**config.mk**
```make
export PLATFORM = sky130hd
export DESIGN_NAME = websocket_frame_unmasker_top
export DESIGN_NICKNAME = d
export VERILOG_FILES = /design/src/hdl/wsu_pkg.sv /design/src/hdl/wsu_front.sv /design/src/hdl/wsu_queue.sv /design/src/hdl/wsu_back.sv /design/src/hdl/websocket_frame_unmasker_top.sv
export SDC_FILE = /design/constraint.sdc
export NUM_CORES = 1
export LEC_CHECK = 0
export BUFFER_PORTS_ARGS = -buffer_cell sky130_fd_sc_hd__buf_2
export CAP_MARGIN = 40
export CORE_AREA = 2 2 219 221
export CTS_BUF_LIST = sky130_fd_sc_hd__clkbuf_4 sky130_fd_sc_hd__clkbuf_8
export DETAILED_ROUTE_END_ITERATION = 8
export DIE_AREA = 0 0 221 223
export HOLD_SLACK_MARGIN = 0.08
export SETUP_SLACK_MARGIN = 0.5
export SLEW_MARGIN = 30
export SYNTH_ARGS = -nofsm -noshare
export SYNTH_HDL_FRONTEND = slang
export SYNTH_SLANG_ARGS = --single-unit
```
**constraint.sdc**
```tcl
create_clock -name clk -period 5.65 [get_ports clk]
set_input_delay 1.13 -clock clk [delete_from_list [all_inputs] [get_ports clk]]
set_output_delay 1.13 -clock clk [all_outputs]
set_load 0.01 [all_outputs]
```
**src/hdl/wsu_pkg.sv**
```systemverilog
// package: types and constants shared by the frame unmasker modules
package wsu_pkg;

  typedef enum logic [2:0] {
    PH_HDR0   = 3'd0,
    PH_HDR1   = 3'd1,
    PH_EXT_HI = 3'd2,
    PH_EXT_LO = 3'd3,
    PH_KEY    = 3'd4,
    PH_DATA   = 3'd5
  } phase_t;

  localparam logic [1:0] ERR_NONE    = 2'd0;
  localparam logic [1:0] ERR_NO_MASK = 2'd1;
  localparam logic [1:0] ERR_LEN64   = 2'd2;

  localparam logic       MASK_BIT_SET = 1'b1;
  localparam logic [6:0] LEN_EXT16    = 7'd126;
  localparam logic [6:0] LEN_EXT64    = 7'd127;
  localparam logic [1:0] KEY_LAST_IDX = 2'd3;

  localparam int QDEPTH = 4;
  localparam int QPTR_W = $clog2(QDEPTH);
  localparam int QCNT_W = $clog2(QDEPTH + 1);

  typedef struct packed {
    logic [7:0]  data;
    logic [7:0]  key_byte;
    logic        last;
    logic        empty;
    logic [15:0] length;
    logic [31:0] key;
    logic [1:0]  err;
  } entry_t;

  typedef struct packed {
    logic   push;
    entry_t entry;
  } qwr_t;

  typedef struct packed {
    logic   valid;
    entry_t entry;
  } qrd_t;

endpackage

```
**src/hdl/wsu_front.sv**
```systemverilog
// front end: header parser that classifies each byte and queues result entries
module wsu_front (
  input  logic          clk,
  input  logic          rst_n,
  input  logic          accept,
  input  logic [7:0]    frame_byte,
  output wsu_pkg::qwr_t qwr
);

  wsu_pkg::phase_t phase_r, phase_nxt;
  logic [15:0] len_r, len_nxt;
  logic [15:0] rem_r, rem_nxt;
  logic [31:0] key_r, key_nxt;
  logic [1:0]  kidx_r, kidx_nxt;
  logic [6:0]  len7;
  logic [7:0]  kbyte;

  assign len7 = frame_byte[6:0];

  always_comb begin
    unique case (kidx_r)
      2'd0: kbyte = key_r[31:24];
      2'd1: kbyte = key_r[23:16];
      2'd2: kbyte = key_r[15:8];
      default: kbyte = key_r[7:0];
    endcase
  end

  always_ff @(posedge clk) begin
    if (!rst_n) begin
      phase_r <= wsu_pkg::PH_HDR0;
      len_r   <= '0;
      rem_r   <= '0;
      key_r   <= '0;
      kidx_r  <= '0;
    end else begin
      phase_r <= phase_nxt;
      len_r   <= len_nxt;
      rem_r   <= rem_nxt;
      key_r   <= key_nxt;
      kidx_r  <= kidx_nxt;
    end
  end

  always_comb begin
    phase_nxt = phase_r;
    len_nxt   = len_r;
    rem_nxt   = rem_r;
    key_nxt   = key_r;
    kidx_nxt  = kidx_r;
    qwr       = '0;
    if (accept) begin
      unique case (phase_r)
        wsu_pkg::PH_HDR1: begin
          if (frame_byte[7] != wsu_pkg::MASK_BIT_SET) begin
            phase_nxt     = wsu_pkg::PH_HDR0;
            qwr.push      = 1'b1;
            qwr.entry.err = wsu_pkg::ERR_NO_MASK;
          end else if (len7 == wsu_pkg::LEN_EXT64) begin
            phase_nxt     = wsu_pkg::PH_HDR0;
            qwr.push      = 1'b1;
            qwr.entry.err = wsu_pkg::ERR_LEN64;
          end else if (len7 == wsu_pkg::LEN_EXT16) begin
            phase_nxt = wsu_pkg::PH_EXT_HI;
          end else begin
            len_nxt   = {9'd0, len7};
            kidx_nxt  = '0;
            phase_nxt = wsu_pkg::PH_KEY;
          end
        end
        wsu_pkg::PH_EXT_HI: begin
          len_nxt   = {frame_byte, 8'd0};
          phase_nxt = wsu_pkg::PH_EXT_LO;
        end
        wsu_pkg::PH_EXT_LO: begin
          len_nxt   = {len_r[15:8], frame_byte};
          kidx_nxt  = '0;
          phase_nxt = wsu_pkg::PH_KEY;
        end
        wsu_pkg::PH_KEY: begin
          key_nxt = {key_r[23:0], frame_byte};
          if (kidx_r != wsu_pkg::KEY_LAST_IDX) begin
            kidx_nxt = kidx_r + 2'd1;
          end else begin
            kidx_nxt = '0;
            if (len_r == 16'd0) begin
              phase_nxt       = wsu_pkg::PH_HDR0;
              qwr.push        = 1'b1;
              qwr.entry.empty = 1'b1;
              qwr.entry.key   = key_nxt;
            end else begin
              rem_nxt   = len_r;
              phase_nxt = wsu_pkg::PH_DATA;
            end
          end
        end
        wsu_pkg::PH_DATA: begin
          kidx_nxt           = kidx_r + 2'd1;
          rem_nxt            = rem_r - 16'd1;
          qwr.push           = 1'b1;
          qwr.entry.data     = frame_byte;
          qwr.entry.key_byte = kbyte;
          qwr.entry.last     = (rem_r == 16'd1);
          qwr.entry.length   = len_r;
          qwr.entry.key      = key_r;
          if (rem_r == 16'd1) begin
            phase_nxt = wsu_pkg::PH_HDR0;
          end
        end
        default: begin
          phase_nxt = wsu_pkg::PH_HDR1;
        end
      endcase
    end
  end

endmodule

```
**src/hdl/wsu_queue.sv**
```systemverilog
// short result queue between the header parser and the output stage
module wsu_queue (
  input  logic          clk,
  input  logic          rst_n,
  input  wsu_pkg::qwr_t qwr,
  input  logic          pop,
  output logic          full,
  output wsu_pkg::qrd_t qrd
);

  wsu_pkg::entry_t mem_r [wsu_pkg::QDEPTH];
  logic [wsu_pkg::QPTR_W-1:0] wr_ptr_r, rd_ptr_r;
  logic [wsu_pkg::QCNT_W-1:0] cnt_r, cnt_nxt;
  logic do_pop;

  assign full      = (cnt_r == wsu_pkg::QCNT_W'(wsu_pkg::QDEPTH));
  assign qrd.valid = (cnt_r != '0);
  assign qrd.entry = mem_r[rd_ptr_r];
  assign do_pop    = pop && qrd.valid;

  always_comb begin
    cnt_nxt = cnt_r;
    if (qwr.push && !do_pop) begin
      cnt_nxt = cnt_r + wsu_pkg::QCNT_W'(1);
    end else if (!qwr.push && do_pop) begin
      cnt_nxt = cnt_r - wsu_pkg::QCNT_W'(1);
    end
  end

  always_ff @(posedge clk) begin
    if (!rst_n) begin
      wr_ptr_r <= '0;
      rd_ptr_r <= '0;
      cnt_r    <= '0;
    end else begin
      cnt_r <= cnt_nxt;
      if (qwr.push) begin
        wr_ptr_r <= wr_ptr_r + wsu_pkg::QPTR_W'(1);
      end
      if (do_pop) begin
        rd_ptr_r <= rd_ptr_r + wsu_pkg::QPTR_W'(1);
      end
    end
  end

  always_ff @(posedge clk) begin
    if (qwr.push) begin
      mem_r[wr_ptr_r] <= qwr.entry;
    end
  end

endmodule

```
**src/hdl/wsu_back.sv**
```systemverilog
// back end: unmask xor and output register
module wsu_back (
  input  logic          clk,
  input  logic          rst_n,
  input  wsu_pkg::qrd_t qrd,
  output logic          pop,
  input  logic          out_ready,
  output logic          out_valid,
  output logic [7:0]    out_payload_byte,
  output logic          out_last_of_frame,
  output logic          out_empty_frame,
  output logic [15:0]   out_frame_length,
  output logic [31:0]   out_xor_key,
  output logic [1:0]    out_error_code
);

  logic valid_r;

  assign pop       = qrd.valid && (!valid_r || out_ready);
  assign out_valid = valid_r;

  always_ff @(posedge clk) begin
    if (!rst_n) begin
      valid_r <= 1'b0;
    end else if (!valid_r || out_ready) begin
      valid_r <= qrd.valid;
    end
  end

  always_ff @(posedge clk) begin
    if (pop) begin
      out_payload_byte  <= qrd.entry.data ^ qrd.entry.key_byte;
      out_last_of_frame <= qrd.entry.last;
      out_empty_frame   <= qrd.entry.empty;
      out_frame_length  <= qrd.entry.length;
      out_xor_key       <= qrd.entry.key;
      out_error_code    <= qrd.entry.err;
    end
  end

endmodule

```
**src/hdl/websocket_frame_unmasker_top.sv**
```systemverilog
// top level: websocket client frame unmasker, one byte per transaction
//
//  channel  direction  ports
//  in       input      in_valid, in_ready, in_frame_byte
//  out      output     out_valid, out_ready, out_payload_byte, out_last_of_frame,
//                      out_empty_frame, out_frame_length, out_xor_key, out_error_code
//
// one byte is accepted per cycle while in_ready is high
// in_ready falls only when the four-entry result queue is full
// the output register holds its transaction while out_ready is low
// rst_n is synchronous, active low, and returns the parser to header hunting
module websocket_frame_unmasker_top (
  input  logic        clk,
  input  logic        rst_n,
  input  logic        in_valid,
  output logic        in_ready,
  input  logic [7:0]  in_frame_byte,
  output logic        out_valid,
  input  logic        out_ready,
  output logic [7:0]  out_payload_byte,
  output logic        out_last_of_frame,
  output logic        out_empty_frame,
  output logic [15:0] out_frame_length,
  output logic [31:0] out_xor_key,
  output logic [1:0]  out_error_code
);

  wsu_pkg::qwr_t qwr;
  wsu_pkg::qrd_t qrd;
  logic full;
  logic pop;

  assign in_ready = !full;

  wsu_front u_front (
    .clk        (clk),
    .rst_n      (rst_n),
    .accept     (in_valid && in_ready),
    .frame_byte (in_frame_byte),
    .qwr        (qwr)
  );

  wsu_queue u_queue (
    .clk   (clk),
    .rst_n (rst_n),
    .qwr   (qwr),
    .pop   (pop),
    .full  (full),
    .qrd   (qrd)
  );

  wsu_back u_back (
    .clk               (clk),
    .rst_n             (rst_n),
    .qrd               (qrd),
    .pop               (pop),
    .out_ready         (out_ready),
    .out_valid         (out_valid),
    .out_payload_byte  (out_payload_byte),
    .out_last_of_frame (out_last_of_frame),
    .out_empty_frame   (out_empty_frame),
    .out_frame_length  (out_frame_length),
    .out_xor_key       (out_xor_key),
    .out_error_code    (out_error_code)
  );

endmodule

```
==> impl_metrics.toml <==
[status]
outcome = "finished, final reports clean"

[timing]
finalHoldViolations = 0
slew_violations = 0
rsz0062_at_grt = "false"
slew_headroom_pct = 47.0
finalSetupTns_ns = 0
timing.final.crit_share_pct = 55.0
setup_viol = 0
skew_ns = 0.0282
tightest_slew_ns = 0.796
fmax_ghz = 0.322
min_period_ns = 3.11

[power]
seqPwrFrac_pct = 49.9
ir_drop_uv = 224
power.internal_mw = 5.56
fin_total_pwr_mw = 7.61
power.density_nw_per_um2 = 406
combPwrFrac_pct = 17.0
p_sw_mw = 2.05
pwr-share-clk_pct = 33.1
p_leak_nw = 6.08
swShare_pct = 26.9

[detailed_routing]
vias = 9431
drt_wl_total_um = 35800
antenna_left = 0
firstDrtPassIters = 7
drt_iter0_markers = 922
wl_per_cell_um = 19.3
drc = 0
routed_via_density = 5.08

[setup_path]
regToRegStartpoint = "u_front.len_r[9]"
path_class = "reg -> reg"
start_kind = "register"
r2r_end = "u_queue.mem_r[3][53]"
worstSetupEndpointType = "register"
setup.worst_path.end = "u_queue.mem_r[3][53]"
required_ns = 5.94
rrSetupSlack_ns = 2.54
worstPathArrival_ns = 3.40
r2r_cells = 5
path_max_fanout = 43
startpoint = "u_front.len_r[9]"

[placement]
dp_hpwl_um = 22200
gp_congestion = 0.860
portBuffers = 73

[layout]
syn_to_final_growth_pct = 15.0
fillers = 4290
final_nets = 1213
drive_gt1_share_pct = 22.5

[logic_synthesis]
ys_types = 55
yosysWarningCount = 0
synthFlopType = "edfxtp_1"
synthesis.area_um2 = 16300
ys_async_sr_fraction_pct = 0
seq_area_frac_synth_pct = 70.9
synthCells = 1087
synth-seq-cells = 411
syn_nets = 1112
synth_area_per_cell_um2 = 15.0
synth-edff-count = 332

[job]
cap_violations = 0

[min_path]
min_path_cells = 2
hold_path.class = "reg -> reg"

[clocking]
clock_latency_ns = 0.63
post_cts_resized = 0
hold_buffers = 0
clkTransAtPathRegs_ns = 0.06
tritoncts = "built"
cts-root-buf = "clkbuf_8"
cts-htree-levels = 3
cts_setup_buffers = 0
cts.sinks = 411
cts-buffers-inserted = 67
cts_buffer_depth = 3

[die]
core_area_um2 = 47100
boundaryPins = 74
dieArea_um2 = 49300
die_w_um = 221
start_util_pct = 34.5
fp-row-count = 80
die_y_um = 223

[global_routing]
antenna_found_initial = 3
grt_pass1_wl_um = 55200
grt_overflow = 0
grt_pass1_vias = 9373
grt_max_degree = 69
grt_usage_pct = 14.5
cells in the mapped netlist, types with 11 or more instances:
cell / number / area (um2)
a21oi_1: 99 / 495
dfxtp_1: 79 / 1580
nor2_1: 63 / 236
edfxtp_1: 332 / 9970
nand3_1: 29 / 145
nand2b_1: 12 / 75.1
mux4_2: 60 / 1350
ha_1: 12 / 150
and3_1: 26 / 163
nor3_1: 11 / 55.1
a22oi_1: 19 / 143
inv_1: 14 / 52.6
o21ai_1: 11 / 55.1
xor2_1: 35 / 307
clkbuf_1: 41 / 154
buf_2: 15 / 75.1
nand2_1: 130 / 488
cell type report:
| cell class | instances | area (um2) | area share, % |
|---|---|---|---|
| clock buffer | 90 | 1130 | 6.01 |
| antenna | 2 | 5.00 | 0.0267 |
| multi-input combinational | 597 | 4420 | 23.6 |
| sequential | 411 | 11600 | 61.7 |
| tap | 615 | 769 | 4.11 |
| inverter | 15 | 56.3 | 0.301 |
| clock inverter | 29 | 186 | 0.995 |
| timing repair buffer | 96 | 617 | 3.29 |
worst max-delay path, stage by stage (launching register included):
cell and delay (ns):
dfxtp_1 0.35, nor4_1 0.41, nand4_1 0.38, o32ai_4 0.51, and2_2 0.75, buf_12 0.35
sequential cells by signal (all words and copies together), names as in the netlist, named ones only:
| signal | cells |
|---|---|
| u_back.out_empty_frame | 1 |
| u_back.out_error_code | 2 |
| u_back.out_frame_length | 16 |
| u_back.out_last_of_frame | 1 |
| u_back.out_payload_byte | 8 |
| u_back.out_valid | 1 |
| u_back.out_xor_key | 32 |
| u_front.key_r | 32 |
| u_front.kidx_r | 2 |
| u_front.len_r | 16 |
| u_front.phase_r | 3 |
| u_front.rem_r | 16 |
| u_queue.cnt_r | 3 |
| u_queue.mem_r | 272 |
| u_queue.rd_ptr_r | 2 |
| u_queue.wr_ptr_r | 2 |
placed cells by master, fill, tap and decap left out, types with 15 or more instances in the layout:
| cell type | netlist | routed |
|---|---|---|
| xor2_1 | 35 | 35 |
| nand2_1 | 130 | 130 |
| a22oi_1 | 19 | 19 |
| clkbuf_4 | 0 | 18 |
| a21oi_1 | 99 | 98 |
| clkinv_1 | 0 | 15 |
| dfxtp_1 | 79 | 77 |
| buf_2 | 15 | 73 |
| nor2_1 | 63 | 61 |
| and3_1 | 26 | 26 |
| nand3_1 | 29 | 29 |
| mux4_2 | 60 | 60 |
| edfxtp_1 | 332 | 332 |
| clkbuf_8 | 0 | 72 |
metrics by stage:
| step | util (%) | cell area (um2) | cells | setup slack (ns) | hold slack (ns) |
|---|---|---|---|---|---|
| global route | 39.7 | 18700 | 1854 | 2.33 | 0.504 |
| CTS | 39.6 | 18700 | 1847 | 2.51 | 0.478 |
| finish | 39.7 | 18700 | 1855 | 2.54 | 0.479 |
| floorplan | - | 16300 | 1087 | 1.56 | 0.441 |
| global placement | 36.7 | 17300 | 1726 | 2.08 | 0.459 |
| detailed placement | 36.8 | 17300 | 1728 | 2.03 | 0.470 |
logic make-up after synthesis:
logic type,count (synthesis),synth area share (%)
flops,411,70.9
simple gates,307,8.76
compound gates,178,6.79
buf+inv,79,2.07
mux,62,8.42
xor+xnor,37,1.99
fa+ha+maj,13,1.04
worst min path at each step:
| stage | end | slack, ns | startpoint |
|---|---|---|---|
| final | u_front.key_r[24] | 0.48 | u_front.key_r[24] |
| after global routing | u_front.key_r[25] | 0.50 | u_front.key_r[25] |
| after CTS | u_front.key_r[24] | 0.48 | u_front.key_r[24] |
| after detailed placement | u_front.key_r[24] | 0.47 | u_front.key_r[24] |
| after global placement | u_front.key_r[24] | 0.46 | u_front.key_r[24] |
| after floorplan | u_front.rem_r[14] | 0.44 | u_front.rem_r[14] |
power groups by stage:
stage	Sequential (mW)	Combinational (mW)	Clock [mW]
finish	3.80	1.29	2.52
global route	3.84	1.40	2.74
CTS	3.81	1.29	2.61
detailed placement	3.87	1.28	0
global placement	3.87	1.26	0
floorplan	3.94	0.707	0
routing by layer:
layer | GRT usage [%] | part of all wire [%] | vias up | routed length (um)
met3 | 3.16 | 5.3 | 72 | 1890
met5 | 0 | 0.034 | - | 12
met1 | 19.5 | 45 | 4767 | 15900
li1 | - | - | 4335 | -
met2 | 22.6 | 47 | 255 | 17000
met4 | 6.04 | 2.6 | 2 | 925
(Power assumes the default switching activity.)
